<file path="config.mk">
export PLATFORM = sky130hd
export DESIGN_NAME = sexpr_tokenizer
export DESIGN_NICKNAME = d
export VERILOG_FILES = /design/src/design/sxt_pkg.sv /design/src/design/sxt_lexer.sv /design/src/design/sxt_rsp_fifo.sv /design/src/design/sexpr_tokenizer.sv
export VERILOG_INCLUDE_DIRS = /design/src /design/src/design
export SDC_FILE = /design/constraint.sdc
export NUM_CORES = 2
export LEC_CHECK = 0
export ABC_AREA = 0
export BUFFER_PORTS_ARGS = -buffer_cell sky130_fd_sc_hd__buf_4
export CORE_MARGIN = 5
export CORE_UTILIZATION = 50
export DETAILED_ROUTE_END_ITERATION = 8
export GPL_ROUTABILITY_DRIVEN = 0
export MAX_ROUTING_LAYER = met4
export PLACE_DENSITY_LB_ADDON = 0.2
export SETUP_SLACK_MARGIN = 0.5
export SYNTH_ARGS = -nofsm -noshare
export SYNTH_HDL_FRONTEND = slang
export SYNTH_SLANG_ARGS = --single-unit
</file>
<file path="constraint.sdc">
create_clock -name clock -period 7.38 [get_ports clock]
set_input_delay 1.476 -clock clock [delete_from_list [all_inputs] [get_ports clock]]
set_output_delay 1.476 -clock clock [all_outputs]
set_load 0.02 [all_outputs]
</file>
<file path="src/design/sexpr_tokenizer_macros.svh">
// ----------------------------------------------------------------------------
// S-expression tokenizer assertion macros
// Concurrent assertion wrappers that are left empty in synthesis.
// ----------------------------------------------------------------------------
`ifndef SEXPR_TOKENIZER_MACROS_SVH
`define SEXPR_TOKENIZER_MACROS_SVH
`ifndef SYNTHESIS
// Antecedent implies consequent in the same cycle.
`define SXT_ASSERT_SAME(label, clk, rst, ante, cons) \
   label: assert property (@(posedge clk) disable iff (rst) (ante) |-> (cons)) \
      else $error("sexpr_tokenizer: same-cycle check failed");
// Antecedent implies consequent in the following cycle.
`define SXT_ASSERT_NEXT(label, clk, rst, ante, cons) \
   label: assert property (@(posedge clk) disable iff (rst) (ante) |=> (cons)) \
      else $error("sexpr_tokenizer: next-cycle check failed");
`else
`define SXT_ASSERT_SAME(label, clk, rst, ante, cons)
`define SXT_ASSERT_NEXT(label, clk, rst, ante, cons)
`endif
`endif

</file>
<file path="src/design/sxt_pkg.sv">
`timescale 1ns / 1ps
`default_nettype none
// ----------------------------------------------------------------------------
// S-expression tokenizer package
// Result beat type, result and error codes, and shared constants.
// ----------------------------------------------------------------------------
package sxt_pkg;

   // Depth of the result queue; it must hold at least two entries.
   localparam int unsigned RSP_FIFO_DEPTH = 4;

   localparam logic [7:0]  MAX_DEPTH      = 8'd255;
   localparam logic [7:0]  MAX_SYMBOL_LEN = 8'd255;
   localparam logic [62:0] INT_MAX        = '1;

   localparam logic [7:0] CH_LPAREN = 8'h28;
   localparam logic [7:0] CH_RPAREN = 8'h29;
   localparam logic [7:0] CH_SEMI   = 8'h3B;
   localparam logic [7:0] CH_NL     = 8'h0A;
   localparam logic [7:0] CH_CR     = 8'h0D;
   localparam logic [7:0] CH_TAB    = 8'h09;
   localparam logic [7:0] CH_SPACE  = 8'h20;

   typedef enum logic [2:0] {
      KIND_OPEN  = 3'd0,
      KIND_CLOSE = 3'd1,
      KIND_INT   = 3'd2,
      KIND_SYM   = 3'd3,
      KIND_ERR   = 3'd4,
      KIND_END   = 3'd5
   } kind_type;

   typedef enum logic [2:0] {
      ERR_NONE        = 3'd0,
      ERR_STRAY_CLOSE = 3'd1,
      ERR_UNKNOWN     = 3'd2,
      ERR_EOF_IN_LIST = 3'd3,
      ERR_TOO_DEEP    = 3'd4
   } err_type;

   typedef struct packed {
      kind_type    kind;
      logic [62:0] int_value;
      logic [31:0] sym_start;
      logic [7:0]  sym_len;
      err_type     err_code;
      logic [31:0] line;
      logic [31:0] column;
      logic [7:0]  depth;
      logic        last;
   } result_type;

   // Up to two result beats produced by one source byte.
   typedef struct packed {
      logic [1:0] cnt;
      result_type res0;
      result_type res1;
   } lex_wr_type;

   typedef struct packed {
      logic room;
      logic not_empty;
   } fifo_status_type;

endpackage : sxt_pkg
`default_nettype wire

</file>
<file path="src/design/sxt_lexer.sv">
`timescale 1ns / 1ps
`default_nettype none
// ----------------------------------------------------------------------------
// S-expression tokenizer lexer step
// Holds the position counters and the token in progress, and turns one
// source beat into up to two result beats.
// ----------------------------------------------------------------------------
module sxt_lexer (
   input  wire logic               clock,
   input  wire logic               reset,
   input  wire logic               step_go,
   input  wire logic [7:0]         step_ch,
   input  wire logic               step_end,
   output sxt_pkg::lex_wr_type     lex_wr,
   output logic                    halted
);
   import sxt_pkg::*;

   typedef enum logic [2:0] {
      MODE_IDLE,
      MODE_INT,
      MODE_SYM,
      MODE_SEMI,
      MODE_COMMENT,
      MODE_HALT
   } mode_type;

   mode_type    mode_ff, mode_in;
   logic [31:0] line_ff, line_in;
   logic [31:0] col_ff, col_in;
   logic [31:0] pos_ff, pos_in;
   logic [7:0]  depth_ff, depth_in;
   logic [62:0] accum_ff, accum_in;
   logic [31:0] tok_start_ff, tok_start_in;
   logic [31:0] tok_line_ff, tok_line_in;
   logic [31:0] tok_col_ff, tok_col_in;
   logic [7:0]  tok_len_ff, tok_len_in;

   // Fresh-byte decode, used when no token is open or when the byte ends one.
   mode_type    fr_mode;
   logic        fr_emit;
   logic        fr_mark;
   logic [7:0]  fr_depth;
   result_type  fr_res;
   kind_type    fr_kind;
   err_type     fr_err;

   result_type  pend_res;
   result_type  fin_res;
   result_type  semi_res;
   logic        pending;
   logic [66:0] acc_wide;
   logic [62:0] acc_next;
   lex_wr_type  wr;

   function automatic logic is_numeral_f(input logic [7:0] c);
      return (c >= 8'h30) && (c <= 8'h39);
   endfunction

   function automatic logic is_blank_f(input logic [7:0] c);
      return (c == CH_SPACE) || (c == CH_NL) || (c == CH_TAB) || (c == CH_CR);
   endfunction

   function automatic logic is_sym_f(input logic [7:0] c);
      logic r;
      r = is_numeral_f(c) || ((c >= 8'h41) && (c <= 8'h5A)) ||
          ((c >= 8'h61) && (c <= 8'h7A));
      // Punctuation allowed in symbols: ? ! . + - * / < = > : $ % ^ & _ ~ #
      case (c)
         8'h3F, 8'h21, 8'h2E, 8'h2B, 8'h2D, 8'h2A, 8'h2F, 8'h3C, 8'h3D,
         8'h3E, 8'h3A, 8'h24, 8'h25, 8'h5E, 8'h26, 8'h5F, 8'h7E, 8'h23: r = 1'b1;
         default: ;
      endcase
      return r;
   endfunction

   function automatic logic [31:0] sat_inc_f(input logic [31:0] v);
      return (v == '1) ? v : v + 32'd1;
   endfunction

   assign halted  = (mode_ff == MODE_HALT);
   assign pending = (mode_ff == MODE_INT) || (mode_ff == MODE_SYM);
   assign lex_wr  = wr;

   // Decimal accumulate with saturation: accum * 10 + digit.
   assign acc_wide = ({4'b0, accum_ff} << 3) + ({4'b0, accum_ff} << 1) + 67'(step_ch[3:0]);
   assign acc_next = (acc_wide > {4'b0, INT_MAX}) ? INT_MAX : acc_wide[62:0];

   always_comb begin
      fr_mode  = MODE_IDLE;
      fr_emit  = 1'b0;
      fr_mark  = 1'b0;
      fr_depth = depth_ff;
      fr_kind  = KIND_OPEN;
      fr_err   = ERR_NONE;
      if (is_blank_f(step_ch)) begin
         fr_mode = MODE_IDLE;
      end else if (step_ch == CH_SEMI) begin
         fr_mode = MODE_SEMI;
         fr_mark = 1'b1;
      end else if (is_numeral_f(step_ch)) begin
         fr_mode = MODE_INT;
         fr_mark = 1'b1;
      end else if (is_sym_f(step_ch)) begin
         fr_mode = MODE_SYM;
         fr_mark = 1'b1;
      end else if (step_ch == CH_LPAREN) begin
         fr_emit = 1'b1;
         if (depth_ff >= MAX_DEPTH) begin
            fr_mode = MODE_HALT;
            fr_kind = KIND_ERR;
            fr_err  = ERR_TOO_DEEP;
         end else begin
            fr_depth = depth_ff + 8'd1;
            fr_kind  = KIND_OPEN;
         end
      end else if (step_ch == CH_RPAREN) begin
         fr_emit = 1'b1;
         if (depth_ff == 8'd0) begin
            fr_mode = MODE_HALT;
            fr_kind = KIND_ERR;
            fr_err  = ERR_STRAY_CLOSE;
         end else begin
            fr_depth = depth_ff - 8'd1;
            fr_kind  = KIND_CLOSE;
         end
      end else begin
         fr_emit = 1'b1;
         fr_mode = MODE_HALT;
         fr_kind = KIND_ERR;
         fr_err  = ERR_UNKNOWN;
      end

      fr_res           = '0;
      fr_res.kind      = fr_kind;
      fr_res.err_code  = fr_err;
      fr_res.line      = line_ff;
      fr_res.column    = col_ff;
      fr_res.depth     = fr_depth;
   end

   always_comb begin
      pend_res           = '0;
      pend_res.kind      = (mode_ff == MODE_INT) ? KIND_INT : KIND_SYM;
      pend_res.int_value = (mode_ff == MODE_INT) ? accum_ff : 63'd0;
      pend_res.sym_start = (mode_ff == MODE_SYM) ? tok_start_ff : 32'd0;
      pend_res.sym_len   = (mode_ff == MODE_SYM) ? tok_len_ff : 8'd0;
      pend_res.err_code  = ERR_NONE;
      pend_res.line      = tok_line_ff;
      pend_res.column    = tok_col_ff;
      pend_res.depth     = depth_ff;

      fin_res          = '0;
      fin_res.kind     = (depth_ff != 8'd0) ? KIND_ERR : KIND_END;
      fin_res.err_code = (depth_ff != 8'd0) ? ERR_EOF_IN_LIST : ERR_NONE;
      fin_res.line     = line_ff;
      fin_res.column   = col_ff;
      fin_res.depth    = depth_ff;

      semi_res          = '0;
      semi_res.kind     = KIND_ERR;
      semi_res.err_code = ERR_UNKNOWN;
      semi_res.line     = tok_line_ff;
      semi_res.column   = tok_col_ff;
      semi_res.depth    = depth_ff;
   end

   always_comb begin
      mode_in      = mode_ff;
      line_in      = line_ff;
      col_in       = col_ff;
      pos_in       = pos_ff;
      depth_in     = depth_ff;
      accum_in     = accum_ff;
      tok_start_in = tok_start_ff;
      tok_line_in  = tok_line_ff;
      tok_col_in   = tok_col_ff;
      tok_len_in   = tok_len_ff;
      wr           = '0;

      if (step_go && (mode_ff != MODE_HALT)) begin
         if (step_end) begin
            mode_in = MODE_HALT;
            if (mode_ff == MODE_SEMI) begin
               wr.res0 = semi_res;
               wr.cnt  = 2'd1;
            end else if (pending) begin
               wr.res0 = pend_res;
               wr.res1 = fin_res;
               wr.cnt  = 2'd2;
            end else begin
               wr.res0 = fin_res;
               wr.cnt  = 2'd1;
            end
         end else begin
            // Every byte moves the position counters.
            if (step_ch == CH_NL) begin
               line_in = sat_inc_f(line_ff);
               col_in  = 32'd1;
            end else begin
               col_in  = sat_inc_f(col_ff);
            end
            pos_in = sat_inc_f(pos_ff);

            if ((mode_ff == MODE_COMMENT) || (mode_ff == MODE_SEMI)) begin
               if (mode_ff == MODE_COMMENT) begin
                  if (step_ch == CH_NL) begin
                     mode_in = MODE_IDLE;
                  end
               end else if (step_ch == CH_SEMI) begin
                  mode_in = MODE_COMMENT;
               end else begin
                  mode_in = MODE_HALT;
                  wr.res0 = semi_res;
                  wr.cnt  = 2'd1;
               end
            end else if ((mode_ff == MODE_INT) && is_numeral_f(step_ch)) begin
               accum_in = acc_next;
            end else if ((mode_ff == MODE_SYM) && is_sym_f(step_ch)) begin
               if (tok_len_ff < MAX_SYMBOL_LEN) begin
                  tok_len_in = tok_len_ff + 8'd1;
               end
            end else begin
               // Close any open token, then decode the byte afresh.
               if (pending) begin
                  wr.res0 = pend_res;
                  wr.res1 = fr_res;
                  wr.cnt  = fr_emit ? 2'd2 : 2'd1;
               end else if (fr_emit) begin
                  wr.res0 = fr_res;
                  wr.cnt  = 2'd1;
               end
               mode_in  = fr_mode;
               depth_in = fr_depth;
               if (fr_mark) begin
                  tok_line_in = line_ff;
                  tok_col_in  = col_ff;
               end
               if (fr_mode == MODE_INT) begin
                  accum_in = 63'(step_ch[3:0]);
               end
               if (fr_mode == MODE_SYM) begin
                  tok_start_in = pos_ff;
                  tok_len_in   = 8'd1;
               end
            end
         end
      end

      wr.res0.last = (wr.cnt == 2'd1);
      wr.res1.last = (wr.cnt == 2'd2);
   end

   always_ff @(posedge clock) begin
      if (reset) begin
         mode_ff      <= MODE_IDLE;
         line_ff      <= 32'd1;
         col_ff       <= 32'd1;
         pos_ff       <= 32'd0;
         depth_ff     <= 8'd0;
         accum_ff     <= 63'd0;
         tok_start_ff <= 32'd0;
         tok_line_ff  <= 32'd1;
         tok_col_ff   <= 32'd1;
         tok_len_ff   <= 8'd0;
      end else begin
         mode_ff      <= mode_in;
         line_ff      <= line_in;
         col_ff       <= col_in;
         pos_ff       <= pos_in;
         depth_ff     <= depth_in;
         accum_ff     <= accum_in;
         tok_start_ff <= tok_start_in;
         tok_line_ff  <= tok_line_in;
         tok_col_ff   <= tok_col_in;
         tok_len_ff   <= tok_len_in;
      end
   end

endmodule : sxt_lexer
`default_nettype wire

</file>
<file path="src/design/sxt_rsp_fifo.sv">
`timescale 1ns / 1ps
`default_nettype none
// ----------------------------------------------------------------------------
// S-expression tokenizer result queue
// Small register queue that takes up to two result beats per cycle and
// hands out one.
// ----------------------------------------------------------------------------
module sxt_rsp_fifo #(
   parameter int unsigned DEPTH = sxt_pkg::RSP_FIFO_DEPTH
) (
   input  wire logic                        clock,
   input  wire logic                        reset,
   input  wire sxt_pkg::lex_wr_type         wr,
   input  wire logic                        pop,
   output sxt_pkg::result_type              head,
   output sxt_pkg::fifo_status_type         stat,
   output logic [$clog2(DEPTH + 1) - 1:0]   level
);
   import sxt_pkg::*;

   localparam int unsigned PW = (DEPTH > 1) ? $clog2(DEPTH) : 1;
   localparam int unsigned LW = $clog2(DEPTH + 1);

   result_type      mem [DEPTH];
   logic [PW - 1:0] wr_ptr_ff, wr_ptr_in;
   logic [PW - 1:0] rd_ptr_ff, rd_ptr_in;
   logic [PW - 1:0] wr_ptr2;
   logic [LW - 1:0] level_ff, level_in;

   function automatic logic [PW - 1:0] ptr_next_f(input logic [PW - 1:0] p);
      return (p == PW'(DEPTH - 1)) ? '0 : p + PW'(1);
   endfunction

   assign wr_ptr2        = ptr_next_f(wr_ptr_ff);
   assign head           = mem[rd_ptr_ff];
   assign level          = level_ff;
   assign stat.room      = (level_ff <= LW'(DEPTH - 2));
   assign stat.not_empty = (level_ff != '0);

   always_comb begin
      case (wr.cnt)
         2'd1:    wr_ptr_in = wr_ptr2;
         2'd2:    wr_ptr_in = ptr_next_f(wr_ptr2);
         default: wr_ptr_in = wr_ptr_ff;
      endcase
      rd_ptr_in = pop ? ptr_next_f(rd_ptr_ff) : rd_ptr_ff;
      level_in  = level_ff + LW'(wr.cnt) - LW'(pop);
   end

   always_ff @(posedge clock) begin
      if (wr.cnt != 2'd0) begin
         mem[wr_ptr_ff] <= wr.res0;
      end
      if (wr.cnt == 2'd2) begin
         mem[wr_ptr2] <= wr.res1;
      end
   end

   always_ff @(posedge clock) begin
      if (reset) begin
         wr_ptr_ff <= '0;
         rd_ptr_ff <= '0;
         level_ff  <= '0;
      end else begin
         wr_ptr_ff <= wr_ptr_in;
         rd_ptr_ff <= rd_ptr_in;
         level_ff  <= level_in;
      end
   end

endmodule : sxt_rsp_fifo
`default_nettype wire

</file>
<file path="src/design/sexpr_tokenizer.sv">
`timescale 1ns / 1ps
`default_nettype none
`include "sexpr_tokenizer_macros.svh"
// ----------------------------------------------------------------------------
// S-expression tokenizer
// Lexes a byte stream into list, integer, symbol, error and end tokens,
// each tagged with the line and column where it starts.
// ----------------------------------------------------------------------------
//
//   Channel  Direction  Handshake              Beat content
//   req_     in         req_valid / req_stall  one source byte or end marker
//   rsp_     out        rsp_valid / rsp_stall  one token with its location
//
// One source beat is taken per cycle while req_stall is low. The lexer step works on
// the beat in the input register and writes its results into the queue at the next
// edge, so the first result is on rsp_ in the cycle after the step runs. A byte gives
// up to two results; rsp_ hands out one per cycle unless rsp_stall is high. The input
// register waits while the queue has under two free entries; req_stall is high meanwhile.
// Reset is synchronous and clears the counters, the token, the input beat and the queue.
// ----------------------------------------------------------------------------
module sexpr_tokenizer #(
   parameter int unsigned FIFO_DEPTH = sxt_pkg::RSP_FIFO_DEPTH
) (
   input  wire logic        clock,
   input  wire logic        reset,

   input  wire logic        req_valid,
   output logic             req_stall,
   input  wire logic [7:0]  req_ch,
   input  wire logic        req_is_end,

   output logic             rsp_valid,
   input  wire logic        rsp_stall,
   output logic [2:0]       rsp_kind,
   output logic [62:0]      rsp_int_value,
   output logic [31:0]      rsp_sym_start,
   output logic [7:0]       rsp_sym_len,
   output logic [2:0]       rsp_err_code,
   output logic [31:0]      rsp_line,
   output logic [31:0]      rsp_column,
   output logic [7:0]       rsp_depth,
   output logic             rsp_last
);
   import sxt_pkg::*;

   localparam int unsigned LW = $clog2(FIFO_DEPTH + 1);

   // Input register: holds one accepted beat until the lexer step takes it.
   logic            in_vld_ff, in_vld_in;
   logic [7:0]      in_ch_ff;
   logic            in_end_ff;

   logic            req_take;
   logic            step_go;
   logic            rsp_take;
   logic            halted;
   lex_wr_type      lex_wr;
   result_type      head;
   fifo_status_type fifo_stat;
   logic [LW - 1:0] fifo_level;

   // The step runs only when both results of the byte are sure to fit.
   assign step_go   = in_vld_ff && fifo_stat.room;
   assign req_stall = in_vld_ff && !fifo_stat.room;
   assign req_take  = req_valid && !req_stall;
   assign in_vld_in = req_take || (in_vld_ff && !step_go);

   always_ff @(posedge clock) begin
      if (reset) begin
         in_vld_ff <= 1'b0;
      end else begin
         in_vld_ff <= in_vld_in;
      end
   end

   // The payload only loads on a taken beat, so it needs no reset.
   always_ff @(posedge clock) begin
      if (req_take) begin
         in_ch_ff  <= req_ch;
         in_end_ff <= req_is_end;
      end
   end

   sxt_lexer u_lexer (
      .clock    (clock),
      .reset    (reset),
      .step_go  (step_go),
      .step_ch  (in_ch_ff),
      .step_end (in_end_ff),
      .lex_wr   (lex_wr),
      .halted   (halted)
   );

   sxt_rsp_fifo #(
      .DEPTH (FIFO_DEPTH)
   ) u_rsp_fifo (
      .clock (clock),
      .reset (reset),
      .wr    (lex_wr),
      .pop   (rsp_take),
      .head  (head),
      .stat  (fifo_stat),
      .level (fifo_level)
   );

   // Result port: the head of the queue is presented until it is taken.
   assign rsp_valid     = fifo_stat.not_empty;
   assign rsp_take      = rsp_valid && !rsp_stall;
   assign rsp_kind      = head.kind;
   assign rsp_int_value = head.int_value;
   assign rsp_sym_start = head.sym_start;
   assign rsp_sym_len   = head.sym_len;
   assign rsp_err_code  = head.err_code;
   assign rsp_line      = head.line;
   assign rsp_column    = head.column;
   assign rsp_depth     = head.depth;
   assign rsp_last      = head.last;

   // The queue never holds more than its depth.
   `SXT_ASSERT_SAME(a_level_bound, clock, reset, 1'b1, fifo_level <= LW'(FIFO_DEPTH))
   // Once halted by an error or the end of text, the lexer writes nothing.
   `SXT_ASSERT_SAME(a_halt_quiet, clock, reset, halted, lex_wr.cnt == 2'd0)
   // An open-list result always reports a depth of at least one.
   `SXT_ASSERT_SAME(a_open_depth, clock, reset,
      (lex_wr.cnt != 2'd0) && (lex_wr.res0.kind == KIND_OPEN), lex_wr.res0.depth != 8'd0)
   // With the queue empty and nothing written, no result appears next cycle.
   `SXT_ASSERT_NEXT(a_no_phantom, clock, reset, !rsp_valid && (lex_wr.cnt == 2'd0), !rsp_valid)

endmodule : sexpr_tokenizer
`default_nettype wire

</file>
Word level (Yosys, flattened, before mapping). Memories as Yosys holds them, arrays and structs flattened. A register that Yosys moved wholly into a read port is not among the register bits. Cells that the tools add are included.

Output and inout port bits: 184. Bits in writable memories: 728. Input port bits: 13. Memories kept: 1. Register bits: 291. Logic and storage cells: 227.

Memory list: u_rsp_fifo.mem (words 4, width 182, rd ports 1, clocked after memory_dff 1, wr ports 2, RTL line sxt_rsp_fifo.sv:24) `result_type mem [DEPTH];`.

Bitwise gates (word level): 6. Reductions and logical operators: 40. Add/sub/neg operators: 13. Muxes and demuxes: 95. Order comparisons: 10. Eq/ne operators: 46.

Operators with widths (count): $mux W366 (4); $mux W184 (5); $mux W182 (4); $mux W183 (2); $mux W63 (5); $eq A8 B6 Y1 const B (19); $add A32 B1 Y32 const B (3); $eq A32 B32 Y1 const B (3); $mux W32 (3); $mux W8 (12); $mux W3 (27); $add A66 B64 Y67 (1); $add A67 B4 Y67 (1); $gt A67 B63 Y1 const B (1); $eq A8 B4 Y1 const B (3); $eq A8 B7 Y1 const B (3); $mux W1 (24); $reduce_and A6 Y1 (3); $reduce_or A18 Y1 (1); $add A8 B1 Y8 const B (2); $ge A8 B7 Y1 const B (2); $le A8 B7 Y1 const B (2); $mux W2 (8); $logic_and A1 B1 Y1 (11); 30 further kinds (61).

Longest topological paths before layout.
Depth after elaboration: 22. Depth in mapped cells: 22.

Cells and area by module. A second synthesis with hierarchy kept.

Cells, all modules: 4545. Area total of the unflattened synthesis: 56765.7 µm².

Modules (own cells, without submodules): sxt_rsp_fifo (times used 1, sequential area each 22041.1 µm², cells an instance 1822, area each 35916.9 µm²); sxt_lexer (times used 1, sequential area each 5485.3 µm², cells an instance 2708, area each 20515.9 µm²); sexpr_tokenizer (times used 1, sequential area each 290.3 µm², cells an instance 15, area each 332.8 µm²).

Worst setup path before layout. Ideal clock, no wire load.

Path type: register to register. Start: reg in_ch_ff[1]. End: mem u_rsp_fifo.mem[0][0] in the netlist's numbering (enable). Clock period less this slack: 5.627 ns. Slack: 1.753 ns. Arrival time: 5.195 ns. Stages on the path, launching flop included: 21. Cell sequence: edfxtp_1 > or2_1 > buf_6 > or4_1 > o211ai_1 > a21o_1 > buf_6 > and2_1 > nand2_1 > inv_1 > ha_1 > nand2_1 > nand2_1 > nand3_1 > ha_1 > clkbuf_1 > clkbuf_1 > a21oi_1 > clkbuf_1 > buf_1 > inv_1.

RTL lines: from (decl) (RTL line sexpr_tokenizer.sv:50) `logic [7:0] in_ch_ff;`; from (signal assigned) (RTL line sexpr_tokenizer.sv:79) `in_ch_ff <= req_ch;`; to (decl) (RTL line sxt_rsp_fifo.sv:24).

==> summary.md <==
| Metric | Value |
|---|---|
| Vias/cell | `6.22` |
| Seq/Total Area, Yosys | `49.8%` |
| Final TNS setup | `0 ps` |
| GRT overflow | `0` |
| Die area | `101000 um2` |
| Post-CTS setup buffers | `0` |
| Final hold viol count | `0` |
| Pre-Repair DR Iteration Count | `5` |
| CP endpoint kind | `flip-flop` |
| Worst endpoint data arrival time | `6360 ps` |
| Die Wd | `318 um` |
| Fraction of final layout cells sized beyond drive strength 1 | `15.3%` |
| Vias | `34300` |
| Wirelength per Cell | `23.1 um` |
| PwrDens | `256 nW/um2` |
| Min Tclk post-route | `5820 ps` |
| Crit share post-route | `78.9%` |
| Worst-path clk slew | `60 ps` |
| Max frequency | `172 MHz` |
| Die H | `318 um` |
| Core Area | `94600 um2` |
| Post-CTS Resized | `0` |
| Min-delay src | `u_lexer.pos_ff[27]` |
| Rows | `113` |
| Most common cell after layout, fill and taps aside | `dfxtp_1` |
| TritonCTS Sinks | `1021` |
| CP Max Fanout | `25` |
| Worst Hold End | `u_lexer.tok_start_ff[27]` |
| Yosys top cell area share | `29.5%` |
| NumNets Final | `4328` |
| CP peak stage delay | `830 ps` |
| Number of global-route vias before repair | `33600` |
| Max-capacitance violation count | `0` |
| WP data required | `7920 ps` |
| Synth Flop Type | `dfxtp_1` |
| First-pass GRT wire length | `197 mm` |
| Slew @ Worst Pin | `1300 ps` |
| Largest net degree at the start of global routing | `128` |
| WP buf/inv | `2` |
| Warnings from Yosys | `0` |
| Cells on worst reg2reg path | `16` |
| Dominant cell type by area after synthesis | `dfxtp_1` |
| Outcome | `completed` |
| Mapped Area | `47500 um2` |
| Fillcell total | `8023` |
| Clock buffer depth | `3` |
| R2R setup slack | `1560 ps` |
| Total GRT Usage | `24.8%` |
| Antenna diode count | `0` |
| Area grow syn2layout | `10.8%` |
| H-tree lvl count | `3` |
| Mapped Avg Cell Area | `11.4 um2` |
| Initial core utilization | `50.2%` |
| Worst vdd rail ir drop | `0.000186 V` |
| Ranking of synthesized cells by area | `dfxtp_1 (30%), edfxtp_1 (20%), a22o_1 (12%)` |
| PortBufs | `196` |
| Syn_nets | `4344` |
| Most frequent CP cell | `nand2_1` |
| Top delay family on crit path | `simple AND/OR/NAND/NOR gates` |
| Setup crit start kind | `flip-flop` |
| Synth unique cells | `90` |
| R2R Path End | `u_rsp_fifo.mem[3][63]` |
| Initial drt markers | `3170` |
| Initial antenna violation count | `0` |
| #FFs+latches synth | `1021` |
| Worst Skew | `32.9 ps` |
| Final ANT Viol Nets | `0` |
| Slowest CP cell | `o22ai_4` |
| Rel. slew slack | `13.1%` |
| Async SR Flop Fraction | `0%` |
| CP Class | `reg2reg` |
| CTS buffer count | `105` |
| DR DRC count | `0` |
| EDFF count, synth | `321` |
| Leak Pwr | `19.3 nW` |
| Total power | `13.5 mW` |
| RSZ-0062 raised after global routing | `false` |
| CTS tree | `yes` |
| Top-level port count | `197` |
| Worst Hold Depth | `2` |
| Reg-to-reg critical path startpoint | `in_ch_ff[2]` |
| Commonest cells after routing, fill and taps aside | `dfxtp_1 (698), a22o_1 (669), nand2_1 (414)` |
| Detail Placement HPWL | `75.8 mm` |
| Final setup violating endpoints | `0` |
| Slew Limit Fails | `0` |
| Total wire length | `127 mm` |
| Root Buffer | `clkbuf_16` |
| Hold_buf cts | `0` |
| HP Class | `reg2reg` |
| CP Cell Sequence | `or2_1 > or4_1 > o211ai_1 > a21o_1 > and2_1 > nand2_1 > inv_1 > ha_1 > nand2_1 > nand2_1 > nand3_1 > ha_1 > nand2_1 > o22ai_4 > buf_4 > a22o_1` |
| Synthesized netlist cell count | `4183` |
| Clock latency on the worst-skew pair | `700 ps` |
[synth_stat cells (all sizes together), types with 53 or more instances]
cell type,n
ha,145
nor3,53
dfxtp,700
nor2,204
edfxtp,321
nand3,62
o21ai,115
buf,144
mux4,182
a22o,669
nand2,415
o22ai,55
a21oi,264
xor2,69
clkbuf,220
inv,54
xnor2,69
[cells by family (layout without fill, tap and decap cells)]
logic type | count (synthesis) | in the layout | synth area share, %
AOI/OAI and AO/OA | 1306 | 1306 | 20.6
buffers and inverters | 418 | 492 | 4.77
adders and majority gates | 148 | 148 | 3.95
xor gates and xnor gates | 138 | 138 | 2.54
DFF | 1021 | 1021 | 49.8
muxes | 196 | 196 | 8.93
and+or+nand+nor | 956 | 956 | 9.38
[per-stage QoR]
| stage | hold WS (ps) | utilization [%] | area [um2] | cells | setup WS [ps] |
|---|---|---|---|---|---|
| after CTS | 446 | 55.7 | 52600 | 5522 | 1600 |
| after global routing | 478 | 55.7 | 52600 | 5522 | 1210 |
| after detailed placement | 443 | 51.9 | 49100 | 5325 | 1620 |
| after floorplan | 420 | - | 47500 | 4183 | 1750 |
| final | 449 | 55.7 | 52600 | 5522 | 1560 |
| after global placement | 431 | 51.9 | 49100 | 5325 | 1730 |
[registers in the layout (all words and copies together) (netlist names), named ones only]
| signal | cells |
|---|---|
| u_rsp_fifo.rd_ptr_ff | 2 |
| in_end_ff | 1 |
| u_rsp_fifo.mem | 728 |
| u_lexer.mode_ff | 3 |
| u_lexer.depth_ff | 8 |
| u_lexer.accum_ff | 63 |
| u_lexer.tok_start_ff | 32 |
| u_lexer.line_ff | 32 |
| u_lexer.tok_len_ff | 8 |
| in_ch_ff | 8 |
| u_lexer.pos_ff | 32 |
| u_lexer.tok_line_ff | 32 |
| u_lexer.tok_col_ff | 32 |
| u_rsp_fifo.level | 3 |
| u_lexer.col_ff | 32 |
| in_vld_ff | 1 |
| u_rsp_fifo.wr_ptr_ff | 2 |
[layout make-up]
class / instances / area [um2] / area share, %
clock buffers: 153 / 3050 / 5.79
well taps: 1265 / 1580 / 3.01
multi-input cells: 2744 / 21700 / 41.3
repair buffers: 241 / 1900 / 3.62
inverters: 54 / 213 / 0.404
flip-flops and latches: 1021 / 23700 / 44.9
clock inverters: 44 / 499 / 0.948
[tightest hold or removal path, delay by kind of cell, from the launching register on]
kind / cells / cell delay, ps
flops: 1 / 310
simple gates: 1 / 60
compound gates: 1 / 50
[layer usage]
metal / up-vias / global-route usage [%] / routed length [um]
met5: - / - / 0
met2: 1139 / 39.7 / 59900
met1: 17100 / 33.6 / 56000
met4: 0 / 6.19 / 2830
li1: 15900 / - / -
met3: 204 / 3.86 / 8620
[worst max path at each step]
stage                startpoint                     to  slack, ps  depth (start not counted)
detailed placement  in_ch_ff[2]  u_rsp_fifo.mem[2][62]       1620                         16
floorplan           in_ch_ff[1]   u_rsp_fifo.mem[0][0]       1750                         20
global route        in_ch_ff[2]  u_rsp_fifo.mem[3][63]       1210                         16
CTS                 in_ch_ff[2]  u_rsp_fifo.mem[3][47]       1600                         16
finish              in_ch_ff[2]  u_rsp_fifo.mem[3][63]       1560                         16
global placement    in_ch_ff[2]  u_rsp_fifo.mem[3][65]       1730                         16
[report_power, final]
group	switching (mW)	internal, mW	total, mW	leakage (nW)
combinational	1.24	0.725	1.96	9.08
clock	2.25	3.19	5.44	1.75
sequential	0.0961	5.96	6.06	8.47
(Power assumes the default switching activity.)
